[config.mk]
export PLATFORM = sky130hd
export DESIGN_NAME = triangle_scanline_rasterizer_unit
export DESIGN_NICKNAME = d
export VERILOG_FILES = /design/src/sv/trsr_pkg.sv /design/src/sv/triangle_scanline_rasterizer_unit.sv /design/src/sv/trsr_div.sv /design/src/sv/trsr_edge.sv
export SDC_FILE = /design/constraint.sdc
export NUM_CORES = 2
export LEC_CHECK = 0
export BUFFER_PORTS_ARGS = -buffer_cell sky130_fd_sc_hd__clkbuf_2
export CAP_MARGIN = 30
export CELL_PAD_IN_SITES_DETAIL_PLACEMENT = 0
export CELL_PAD_IN_SITES_GLOBAL_PLACEMENT = 1
export CORE_ASPECT_RATIO = 0.8
export CORE_MARGIN = 1.5
export CORE_UTILIZATION = 31
export DETAILED_ROUTE_END_ITERATION = 8
export GPL_TIMING_DRIVEN = 1
export PLACE_DENSITY_LB_ADDON = 0.1
export SLEW_MARGIN = 20
export SYNTH_ARGS = -nofsm -noshare
export SYNTH_HDL_FRONTEND = slang
export SYNTH_SLANG_ARGS = --single-unit
export TNS_END_PERCENT = 30
[constraint.sdc]
create_clock -name clk -period 17.57 [get_ports clk]
set_clock_uncertainty 0.2 [all_clocks]
set_input_delay 3.514 -clock clk [delete_from_list [all_inputs] [get_ports clk]]
set_output_delay 3.514 -clock clk [all_outputs]
set_load 0.01 [all_outputs]
[src/sv/trsr_pkg.sv]
package trsr_pkg;

  // field widths
  localparam int X_W       = 12;
  localparam int Y_W       = 11;
  localparam int COLOR_W   = 32;
  localparam int FRAC_W    = 16;
  localparam int POS_W     = X_W + FRAC_W;   // Q12.16 edge position
  localparam int DX_W      = X_W + 1;        // difference of two x values
  localparam int DY_W      = Y_W + 1;        // difference of two y values
  localparam int DIV_MAG_W = 29;             // dividend / quotient magnitude bits
  localparam int DIV_NUM_W = DIV_MAG_W + 1;  // signed dividend and quotient
  localparam int DEN_W     = Y_W;            // divisor bits (row count below 2048)
  localparam int DIV_CNT_W = $clog2(DIV_MAG_W + 1);

  // edge stepper controls
  typedef struct packed {
    logic load;
    logic step;
    logic down;
  } edge_ctl_t;

endpackage

[src/sv/triangle_scanline_rasterizer_unit.sv]
// Channel   Handshake                 Payload
// request   start, busy (in)          first_x/y, second_x/y, third_x/y, fill_color
// result    strobe (out, no stall)    row_y, span_start_x, span_end_x, span_color,
//                                     last_span, too_tall
//
// A triangle is taken when start is high and busy low; busy stays high until its
// last result has gone out. Spans leave one per cycle within a run of rows. Each slope
// takes a pass through the bit-serial divider, two slopes per run of rows; a general
// triangle adds the multiply states S_MUL1 and S_MUL2 and a division for the split vertex.
// Reset is synchronous; results cannot stall.
module triangle_scanline_rasterizer_unit #(
  parameter int MAX_ROWS = 64
) (
  input  logic                                clk,
  input  logic                                rst,
  input  logic                                start,
  output logic                                busy,
  input  logic signed [trsr_pkg::X_W-1:0]     first_x,
  input  logic signed [trsr_pkg::Y_W-1:0]     first_y,
  input  logic signed [trsr_pkg::X_W-1:0]     second_x,
  input  logic signed [trsr_pkg::Y_W-1:0]     second_y,
  input  logic signed [trsr_pkg::X_W-1:0]     third_x,
  input  logic signed [trsr_pkg::Y_W-1:0]     third_y,
  input  logic        [trsr_pkg::COLOR_W-1:0] fill_color,
  output logic                                strobe,
  output logic signed [trsr_pkg::Y_W-1:0]     row_y,
  output logic signed [trsr_pkg::X_W-1:0]     span_start_x,
  output logic signed [trsr_pkg::X_W-1:0]     span_end_x,
  output logic        [trsr_pkg::COLOR_W-1:0] span_color,
  output logic                                last_span,
  output logic                                too_tall
);

  localparam int RW = $clog2(MAX_ROWS);
  localparam int PROD_W = trsr_pkg::X_W + trsr_pkg::DY_W;
  localparam int NUMX_W = PROD_W + 2;
  localparam logic signed [trsr_pkg::DY_W-1:0] TALL_LIM = trsr_pkg::DY_W'(MAX_ROWS - 2);

  typedef enum logic [7:0] {
    S_IDLE  = 8'b0000_0001,
    S_CLASS = 8'b0000_0010,
    S_MUL1  = 8'b0000_0100,
    S_MUL2  = 8'b0000_1000,
    S_DGO   = 8'b0001_0000,
    S_DWT   = 8'b0010_0000,
    S_LOAD  = 8'b0100_0000,
    S_EMIT  = 8'b1000_0000
  } state_t;

  typedef enum logic [2:0] {
    J_SX = 3'b001,
    J_S1 = 3'b010,
    J_S2 = 3'b100
  } job_t;

  state_t state;
  job_t   job;

  // sorted vertices
  logic signed [trsr_pkg::X_W-1:0] x0, x1, x2, px, qx;
  logic signed [trsr_pkg::Y_W-1:0] y0, y1, y2;
  logic [trsr_pkg::COLOR_W-1:0]    color;
  logic                            has_b, phase_b;
  logic signed [PROD_W-1:0]        prod;
  logic signed [NUMX_W-1:0]        numx;
  logic signed [trsr_pkg::DIV_NUM_W-1:0] s1;
  logic signed [trsr_pkg::DIV_NUM_W-1:0] s2;
  logic [RW-1:0]                   rows_left;
  logic signed [trsr_pkg::Y_W-1:0] cur_y;

  // stable compare-swap network on the request
  logic signed [trsr_pkg::X_W-1:0] ax0, ax1, ax2, bx0, bx1, bx2, cx0, cx1;
  logic signed [trsr_pkg::Y_W-1:0] ay0, ay1, ay2, by0, by1, by2, cy0, cy1;

  always_comb begin
    if (first_y > second_y) begin
      ax0 = second_x; ay0 = second_y; ax1 = first_x; ay1 = first_y;
    end else begin
      ax0 = first_x; ay0 = first_y; ax1 = second_x; ay1 = second_y;
    end
    ax2 = third_x; ay2 = third_y;
    bx0 = ax0; by0 = ay0;
    if (ay1 > ay2) begin
      bx1 = ax2; by1 = ay2; bx2 = ax1; by2 = ay1;
    end else begin
      bx1 = ax1; by1 = ay1; bx2 = ax2; by2 = ay2;
    end
    if (by0 > by1) begin
      cx0 = bx1; cy0 = by1; cx1 = bx0; cy1 = by0;
    end else begin
      cx0 = bx0; cy0 = by0; cx1 = bx1; cy1 = by1;
    end
  end

  // y differences
  logic signed [trsr_pkg::DY_W-1:0] dy10, dy20, dy21;
  assign dy10 = trsr_pkg::DY_W'(y1) - trsr_pkg::DY_W'(y0);
  assign dy20 = trsr_pkg::DY_W'(y2) - trsr_pkg::DY_W'(y0);
  assign dy21 = trsr_pkg::DY_W'(y2) - trsr_pkg::DY_W'(y1);

  // divider operand selection
  logic signed [trsr_pkg::DX_W-1:0]      dx_sel;
  logic signed [trsr_pkg::DY_W-1:0]      dy_run;
  logic signed [trsr_pkg::DIV_NUM_W-1:0] div_num;
  logic [trsr_pkg::DEN_W-1:0]            div_den;
  logic                                  div_go, div_busy;
  logic signed [trsr_pkg::DIV_NUM_W-1:0] div_quot;

  assign dy_run = phase_b ? dy21 : dy10;

  always_comb begin
    if (!phase_b) begin
      if (job == J_S1) dx_sel = trsr_pkg::DX_W'(x1) - trsr_pkg::DX_W'(x0);
      else             dx_sel = trsr_pkg::DX_W'(qx) - trsr_pkg::DX_W'(x0);
    end else begin
      if (job == J_S1) dx_sel = trsr_pkg::DX_W'(x2) - trsr_pkg::DX_W'(px);
      else             dx_sel = trsr_pkg::DX_W'(x2) - trsr_pkg::DX_W'(qx);
    end
    if (job == J_SX) begin
      div_num = trsr_pkg::DIV_NUM_W'(numx);
      div_den = dy20[trsr_pkg::DEN_W-1:0];
    end else begin
      // dx in Q.16, sign-extended to the dividend width
      div_num = trsr_pkg::DIV_NUM_W'($signed({dx_sel, {trsr_pkg::FRAC_W{1'b0}}}));
      div_den = dy_run[trsr_pkg::DEN_W-1:0];
    end
  end

  assign div_go = (state == S_DGO);

  trsr_div u_div (
    .clk  (clk),
    .rst  (rst),
    .go   (div_go),
    .num  (div_num),
    .den  (div_den),
    .busy (div_busy),
    .quot (div_quot)
  );

  // edge steppers
  trsr_pkg::edge_ctl_t ectl;
  logic signed [trsr_pkg::X_W-1:0] x_run, ex1, ex2;

  assign ectl.load = (state == S_LOAD);
  assign ectl.step = (state == S_EMIT);
  assign ectl.down = phase_b;
  assign x_run     = phase_b ? x2 : x0;

  trsr_edge u_edge1 (
    .clk     (clk),
    .ctl     (ectl),
    .x_start (x_run),
    .slope   (s1),
    .x       (ex1)
  );

  trsr_edge u_edge2 (
    .clk     (clk),
    .ctl     (ectl),
    .x_start (x_run),
    .slope   (s2),
    .x       (ex2)
  );

  assign busy = (state != S_IDLE);

  // control
  always_ff @(posedge clk) begin
    if (rst) begin
      state  <= S_IDLE;
      job    <= J_S1;
      strobe <= 1'b0;
    end else begin
      strobe <= 1'b0;
      unique case (state)
        S_IDLE: begin
          if (start) state <= S_CLASS;
        end
        S_CLASS: begin
          if (dy20 > TALL_LIM || y0 == y2) begin
            strobe <= 1'b1;
            state  <= S_IDLE;
          end else if (y1 == y2 || y0 == y1) begin
            job   <= J_S1;
            state <= S_DGO;
          end else begin
            job   <= J_SX;
            state <= S_MUL1;
          end
        end
        S_MUL1: state <= S_MUL2;
        S_MUL2: state <= S_DGO;
        S_DGO:  state <= S_DWT;
        S_DWT: begin
          if (!div_busy) begin
            unique case (job)
              J_SX: begin job <= J_S1; state <= S_DGO; end
              J_S1: begin job <= J_S2; state <= S_DGO; end
              J_S2: state <= S_LOAD;
              default: state <= S_IDLE;
            endcase
          end
        end
        S_LOAD: state <= S_EMIT;
        S_EMIT: begin
          strobe <= 1'b1;
          if (rows_left == RW'(1)) begin
            if (!phase_b && has_b) begin
              job   <= J_S1;
              state <= S_DGO;
            end else begin
              state <= S_IDLE;
            end
          end
        end
        default: state <= S_IDLE;
      endcase
    end
  end

  // datapath
  always_ff @(posedge clk) begin
    unique case (state)
      S_IDLE: begin
        if (start) begin
          x0 <= cx0; y0 <= cy0; x1 <= cx1; y1 <= cy1; x2 <= bx2; y2 <= by2;
          color <= fill_color;
        end
      end
      S_CLASS: begin
        too_tall     <= 1'b0;
        last_span    <= 1'b1;
        row_y        <= y0;
        span_start_x <= x0;
        span_end_x   <= x0;
        span_color   <= color;
        if (dy20 > TALL_LIM) begin
          too_tall     <= 1'b1;
          row_y        <= '0;
          span_start_x <= '0;
          span_end_x   <= '0;
          span_color   <= '0;
        end
        if (y1 == y2) begin
          // flat bottom: one downward run
          has_b <= 1'b0; phase_b <= 1'b0; qx <= x2;
        end else if (y0 == y1) begin
          // flat top: one upward run from the bottom vertex
          has_b <= 1'b1; phase_b <= 1'b1; px <= x0; qx <= x1;
        end else begin
          has_b <= 1'b1; phase_b <= 1'b0; px <= x1;
        end
      end
      S_MUL1: prod <= x0 * dy20;
      S_MUL2: numx <= NUMX_W'(prod) + NUMX_W'(dy10 * (trsr_pkg::DX_W'(x2) - trsr_pkg::DX_W'(x0)));
      S_DWT: begin
        if (!div_busy) begin
          unique case (job)
            J_SX: qx <= div_quot[trsr_pkg::X_W-1:0];
            J_S1: s1 <= div_quot;
            J_S2: s2 <= div_quot;
            default: s2 <= div_quot;
          endcase
        end
      end
      S_LOAD: begin
        rows_left <= RW'(dy_run + 1'b1);
        cur_y     <= phase_b ? y2 : y0;
      end
      S_EMIT: begin
        row_y        <= cur_y;
        span_start_x <= ex1;
        span_end_x   <= ex2;
        span_color   <= color;
        too_tall     <= 1'b0;
        last_span    <= (rows_left == RW'(1)) && (phase_b || !has_b);
        rows_left    <= rows_left - 1'b1;
        cur_y        <= phase_b ? cur_y - 1'b1 : cur_y + 1'b1;
        if (rows_left == RW'(1) && !phase_b && has_b) phase_b <= 1'b1;
      end
      default: ;
    endcase
  end

endmodule

[src/sv/trsr_div.sv]
// Bit-serial restoring divider: one quotient bit per cycle, truncates toward zero.
module trsr_div (
  input  logic                                  clk,
  input  logic                                  rst,
  input  logic                                  go,
  input  logic signed [trsr_pkg::DIV_NUM_W-1:0] num,
  input  logic        [trsr_pkg::DEN_W-1:0]     den,
  output logic                                  busy,
  output logic signed [trsr_pkg::DIV_NUM_W-1:0] quot
);

  logic [trsr_pkg::DIV_MAG_W-1:0] mag;
  logic [trsr_pkg::DEN_W-1:0]     rem;
  logic [trsr_pkg::DIV_CNT_W-1:0] cnt;
  logic                           neg;

  logic [trsr_pkg::DIV_NUM_W-1:0] num_abs;
  logic [trsr_pkg::DEN_W:0]       shifted;
  logic [trsr_pkg::DEN_W+1:0]     trial;

  assign num_abs = num[trsr_pkg::DIV_NUM_W-1] ? (~num + 1'b1) : num;
  assign shifted = {rem, mag[trsr_pkg::DIV_MAG_W-1]};
  assign trial   = {1'b0, shifted} - {2'b0, den};

  // restore on negative trial
  always_ff @(posedge clk) begin
    if (rst) begin
      busy <= 1'b0;
      cnt  <= '0;
    end else if (go) begin
      busy <= 1'b1;
      cnt  <= trsr_pkg::DIV_CNT_W'(trsr_pkg::DIV_MAG_W);
    end else if (busy) begin
      cnt <= cnt - 1'b1;
      if (cnt == trsr_pkg::DIV_CNT_W'(1)) busy <= 1'b0;
    end
  end

  always_ff @(posedge clk) begin
    if (go) begin
      mag <= num_abs[trsr_pkg::DIV_MAG_W-1:0];
      rem <= '0;
      neg <= num[trsr_pkg::DIV_NUM_W-1];
    end else if (busy) begin
      if (!trial[trsr_pkg::DEN_W+1]) begin
        rem <= trial[trsr_pkg::DEN_W-1:0];
        mag <= {mag[trsr_pkg::DIV_MAG_W-2:0], 1'b1};
      end else begin
        rem <= shifted[trsr_pkg::DEN_W-1:0];
        mag <= {mag[trsr_pkg::DIV_MAG_W-2:0], 1'b0};
      end
    end
  end

  assign quot = neg ? -$signed({1'b0, mag}) : $signed({1'b0, mag});

endmodule

[src/sv/trsr_edge.sv]
// One triangle edge: Q12.16 position, saturating step, x truncated toward zero.
module trsr_edge (
  input  logic                                  clk,
  input  trsr_pkg::edge_ctl_t                   ctl,
  input  logic signed [trsr_pkg::X_W-1:0]       x_start,
  input  logic signed [trsr_pkg::DIV_NUM_W-1:0] slope,
  output logic signed [trsr_pkg::X_W-1:0]       x
);

  localparam int SUM_W = trsr_pkg::DIV_NUM_W + 1;
  localparam logic signed [SUM_W-1:0] POS_MAX = SUM_W'((1 << (trsr_pkg::POS_W - 1)) - 1);
  localparam logic signed [SUM_W-1:0] POS_MIN = -SUM_W'(1 << (trsr_pkg::POS_W - 1));

  logic signed [trsr_pkg::POS_W-1:0] pos;
  logic signed [SUM_W-1:0]           pos_ext;
  logic signed [SUM_W-1:0]           slope_ext;
  logic signed [SUM_W-1:0]           sum;

  assign pos_ext   = SUM_W'(pos);
  assign slope_ext = SUM_W'(slope);
  assign sum       = ctl.down ? (pos_ext - slope_ext) : (pos_ext + slope_ext);

  // load or step with saturation
  always_ff @(posedge clk) begin
    if (ctl.load) begin
      pos <= {x_start, {trsr_pkg::FRAC_W{1'b0}}};
    end else if (ctl.step) begin
      if (sum > POS_MAX)      pos <= POS_MAX[trsr_pkg::POS_W-1:0];
      else if (sum < POS_MIN) pos <= POS_MIN[trsr_pkg::POS_W-1:0];
      else                    pos <= sum[trsr_pkg::POS_W-1:0];
    end
  end

  // negative with fraction rounds up to go toward zero
  assign x = pos[trsr_pkg::POS_W-1:trsr_pkg::FRAC_W]
           + trsr_pkg::X_W'(pos[trsr_pkg::POS_W-1] && (|pos[trsr_pkg::FRAC_W-1:0]));

endmodule

==> metrics.txt <==
# TYPE chip_impl_metric gauge
chip_impl_metric{name="max-clock-path-buffers",unit=""} 3
chip_impl_info{name="cts_tree",value="done"} 1
chip_impl_metric{name="core_area",unit="mm2"} 0.130
chip_impl_metric{name="layoutNonFillerInstCount",unit=""} 6191
chip_impl_metric{name="regToRegSetupSlack",unit="ps"} 8000
chip_impl_metric{name="cts_repair_resize_count",unit=""} 0
chip_impl_metric{name="cts-htree-levels",unit=""} 2
chip_impl_metric{name="gp_congestion",unit=""} 0.879
chip_impl_metric{name="dr_total_vias",unit=""} 31000
chip_impl_metric{name="post_synth_inst_count",unit=""} 4239
chip_impl_metric{name="cap_viol_max_count",unit=""} 0
chip_impl_metric{name="totalWireLength",unit="um"} 138000
chip_impl_metric{name="io_buffers",unit=""} 174
chip_impl_metric{name="period_utilization_post_route",unit="%"} 60.9
chip_impl_info{name="worst_flop_to_flop_path_endpoint",value="numx[24]"} 1
chip_impl_info{name="worst_min_delay_path_class",value="reg -> reg"} 1
chip_impl_metric{name="synth_top_area_share",unit="%"} 27.8
chip_impl_metric{name="synthesis.nets",unit=""} 4981
chip_impl_metric{name="finalSetupTns",unit="ps"} 0
chip_impl_metric{name="antenna_violating_nets_post_route",unit=""} 0
chip_impl_metric{name="synth.distinct_cells",unit=""} 87
chip_impl_info{name="crit_path_top_delay_cell",value="sky130_fd_sc_hd__a2111oi_0"} 1
chip_impl_info{name="synth_top_area_cell",value="sky130_fd_sc_hd__edfxtp_1"} 1
chip_impl_metric{name="post_synth_instance_area",unit="mm2"} 0.0407
chip_impl_metric{name="placed_area",unit="mm2"} 0.0439
chip_impl_info{name="worstSetupStartpointType",value="input port"} 1
chip_impl_metric{name="yosysWarningCount",unit=""} 0
chip_impl_metric{name="synth_seq_area_share",unit="%"} 30.8
chip_impl_metric{name="cp_slowest_stage_delay",unit="ps"} 670
chip_impl_info{name="critical_path.startpoint",value="second_y[1]"} 1
chip_impl_metric{name="first_iter_violations",unit=""} 2405
chip_impl_metric{name="finalMaxSlewViolations",unit=""} 0
chip_impl_metric{name="clk_latency",unit="ps"} 680
chip_impl_metric{name="timing.critical_path.required",unit="ps"} 17750
chip_impl_metric{name="post-route-cell-area",unit="mm2"} 0.0459
chip_impl_metric{name="drt_pass1_iterations",unit=""} 8
chip_impl_metric{name="rr_worst_depth",unit=""} 33
chip_impl_metric{name="path_clk_slew",unit="ps"} 60
chip_impl_metric{name="min_period",unit="ps"} 10700
chip_impl_metric{name="fin_nets",unit=""} 5149
chip_impl_metric{name="number_of_global_route_vias_before_repair",unit=""} 30500
chip_impl_metric{name="routed_wire_length_per_instance",unit="um"} 22.3
chip_impl_metric{name="worst-endpoint-arrival",unit="ps"} 10880
chip_impl_info{name="endpoint",value="x1[10]"} 1
chip_impl_metric{name="detail_route.vias_per_cell",unit=""} 5.00
chip_impl_metric{name="post_cts.repair.setup_buffers",unit=""} 0
chip_impl_info{name="criticalPathCategory",value="in -> reg"} 1
chip_impl_metric{name="die_w",unit="um"} 408
chip_impl_metric{name="pin_count_of_the_biggest_net_entering_global_routing",unit=""} 71
chip_impl_metric{name="layout-area-overhead-vs-synth",unit="%"} 12.6
chip_impl_metric{name="rows",unit=""} 118
chip_impl_metric{name="async_flop_share",unit="%"} 0
chip_impl_metric{name="die_area",unit="mm2"} 0.134
chip_impl_metric{name="maximum_net_fanout_on_the_critical_path",unit=""} 53
chip_impl_info{name="synthFlopType",value="sky130_fd_sc_hd__edfxtp_1"} 1
chip_impl_metric{name="max_slew_margin",unit="%"} 34.5
chip_impl_info{name="synth.most_common_cell",value="sky130_fd_sc_hd__inv_1"} 1
chip_impl_info{name="regToRegStartpoint",value="x0[1]"} 1
chip_impl_metric{name="initial_utilization",unit="%"} 31.4
chip_impl_info{name="most_frequent_cp_cell",value="sky130_fd_sc_hd__o21a_1"} 1
chip_impl_metric{name="avgSynthCellArea",unit="um2"} 9.61
chip_impl_metric{name="ys_ff_latch",unit=""} 438
chip_impl_info{name="grt_setup_unrepaired",value="no"} 1
chip_impl_metric{name="timing.fmax",unit="GHz"} 0.0935
chip_impl_metric{name="grt_usage",unit="%"} 20.4
chip_impl_metric{name="count_of_pins_on_the_block_boundary",unit=""} 175
chip_impl_metric{name="ctsHoldBuffers",unit=""} 0
chip_impl_metric{name="detailed_place_hpwl",unit="um"} 110000
chip_impl_info{name="end_kind",value="flop"} 1
chip_impl_info{name="run_status",value="finished clean"} 1
chip_impl_metric{name="count_of_filler_cells_inserted_in_the_layout",unit=""} 13500
chip_impl_metric{name="clock-sinks",unit=""} 438
chip_impl_metric{name="layout-drive-gt1-share",unit="%"} 10.0
chip_impl_metric{name="die_y",unit="um"} 327
chip_impl_metric{name="hold_violations",unit=""} 0
chip_impl_info{name="yosys-top-cells-count",value="sky130_fd_sc_hd__inv_1 (534), sky130_fd_sc_hd__edfxtp_1 (377), sky130_fd_sc_hd__nand2_1 (368), sky130_fd_sc_hd__fa_1 (325), sky130_fd_sc_hd__ha_1 (313)"} 1
chip_impl_info{name="clk_root_buffer_cell",value="sky130_fd_sc_hd__clkbuf_16"} 1
chip_impl_metric{name="post-route-drc-count",unit=""} 0
chip_impl_metric{name="worstMarginPinSlew",unit="ps"} 972
chip_impl_metric{name="report.final.setup_viol",unit=""} 0
chip_impl_metric{name="fin_hold_ws",unit="ps"} 294
chip_impl_info{name="synth.area.top_cells",value="sky130_fd_sc_hd__edfxtp_1 (28%), sky130_fd_sc_hd__fa_1 (16%), sky130_fd_sc_hd__ha_1 (9.6%), sky130_fd_sc_hd__inv_1 (4.9%), sky130_fd_sc_hd__xnor2_1 (4.4%)"} 1
chip_impl_metric{name="synth_edf_count",unit=""} 377
chip_impl_metric{name="dpl.cell_count",unit=""} 6086
chip_impl_metric{name="cts_inserted_buffers",unit=""} 52
chip_impl_metric{name="grt_first_pass_wirelength",unit="um"} 204000
chip_impl_metric{name="grt_antenna_before_repair",unit=""} 6
chip_impl_metric{name="global_route.overflow_total",unit=""} 0
-- worst min-delay path by stage --
stage | from | endpoint | slack [ps] | depth (start not counted)
2_1_floorplan | u_edge2.pos[10] | u_edge2.pos[10] | 250 | 2
3_3_place_gp | u_edge2.pos[11] | u_edge2.pos[11] | 280 | 2
3_5_place_dp | u_edge2.pos[10] | u_edge2.pos[10] | 290 | 2
4_1_cts | u_edge2.pos[10] | u_edge2.pos[10] | 300 | 2
5_1_grt | color[0] | span_color[0] | 330 | 1
6_report | u_edge2.pos[10] | u_edge2.pos[10] | 290 | 2
-- layout make-up --
class	instances	area, um2	area share, %
diodes	1	2.50	0.00545
clock buffers	65	1410	3.08
clock inverters	32	444	0.968
inverters	534	2000	4.37
multi-input cells	3117	25700	56.1
flip-flops and latches	438	12500	27.3
well taps	1740	2180	4.75
repair buffers	264	1570	3.42
-- state kept, by name, indices dropped and copies added (netlist names), 24 cells and up --
signal and count:
numx 26, u_edge1.pos 28, u_div.mag 29, u_edge2.pos 28, color 32, span_color 32, prod 24, s1 30
s2 30
-- layout by cell type, fill, tap and decap left out, types with 25 or more instances in the layout --
cell type / Yosys / final
sky130_fd_sc_hd__inv_1: 534 / 533
sky130_fd_sc_hd__edfxtp_1: 377 / 377
sky130_fd_sc_hd__nand2_1: 368 / 367
sky130_fd_sc_hd__fa_1: 325 / 325
sky130_fd_sc_hd__ha_1: 313 / 313
sky130_fd_sc_hd__nor2_1: 296 / 291
sky130_fd_sc_hd__o21ai_0: 247 / 247
sky130_fd_sc_hd__xnor2_1: 206 / 206
sky130_fd_sc_hd__a21oi_1: 204 / 203
sky130_fd_sc_hd__clkbuf_2: 0 / 174
sky130_fd_sc_hd__and2_1: 111 / 111
sky130_fd_sc_hd__mux2i_1: 105 / 105
sky130_fd_sc_hd__xor2_1: 91 / 91
sky130_fd_sc_hd__buf_4: 0 / 85
sky130_fd_sc_hd__nor3_1: 79 / 78
sky130_fd_sc_hd__a21o_1: 69 / 69
sky130_fd_sc_hd__nand3_1: 68 / 68
sky130_fd_sc_hd__dfxtp_1: 61 / 61
sky130_fd_sc_hd__nand2b_1: 57 / 56
sky130_fd_sc_hd__nor2b_1: 56 / 56
sky130_fd_sc_hd__clkbuf_16: 0 / 55
sky130_fd_sc_hd__o21a_1: 39 / 39
sky130_fd_sc_hd__mux2_2: 38 / 38
sky130_fd_sc_hd__a31oi_1: 37 / 37
sky130_fd_sc_hd__or3_1: 27 / 27
sky130_fd_sc_hd__nor4_1: 28 / 25
-- logic make-up after synthesis --
| logic type | count (synthesis) | synth area share, % |
|---|---|---|
| compound gates | 831 | 12.9 |
| fa+ha+maj | 638 | 25.6 |
| buf+inv | 684 | 6.34 |
| simple gates | 1208 | 14.4 |
| mux | 143 | 3.63 |
| flops | 438 | 30.8 |
| xor+xnor | 297 | 6.38 |
-- metal layers --
metal | GRT usage, % | part of all wire (%) | vias to the layer above
li1 | - | - | 14900
met5 | 0 | 0.022 | -
met3 | 2.93 | 5.0 | 128
met4 | 4.47 | 2.1 | 4
met1 | 31.1 | 50 | 15300
met2 | 30.2 | 43 | 633
-- through the flow --
step / utilization (%) / worst slack (ps)
final: 35.3 / 6870
after global routing: 35.3 / 6480
after CTS: 35.2 / 6730
after detailed placement: 33.8 / 6060
after global placement: 33.8 / 6070
after floorplan: - / 7610
-- critical path: cells and delay by family --
family	cells	cell delay [ps]
simple gates	4	490
mux	3	1120
buf+inv	5	1420
fa+ha+maj	3	930
compound gates	15	3370
Power is not shown: default switching activity piles up to over one toggle a cycle in this logic, so the estimate is an artifact.
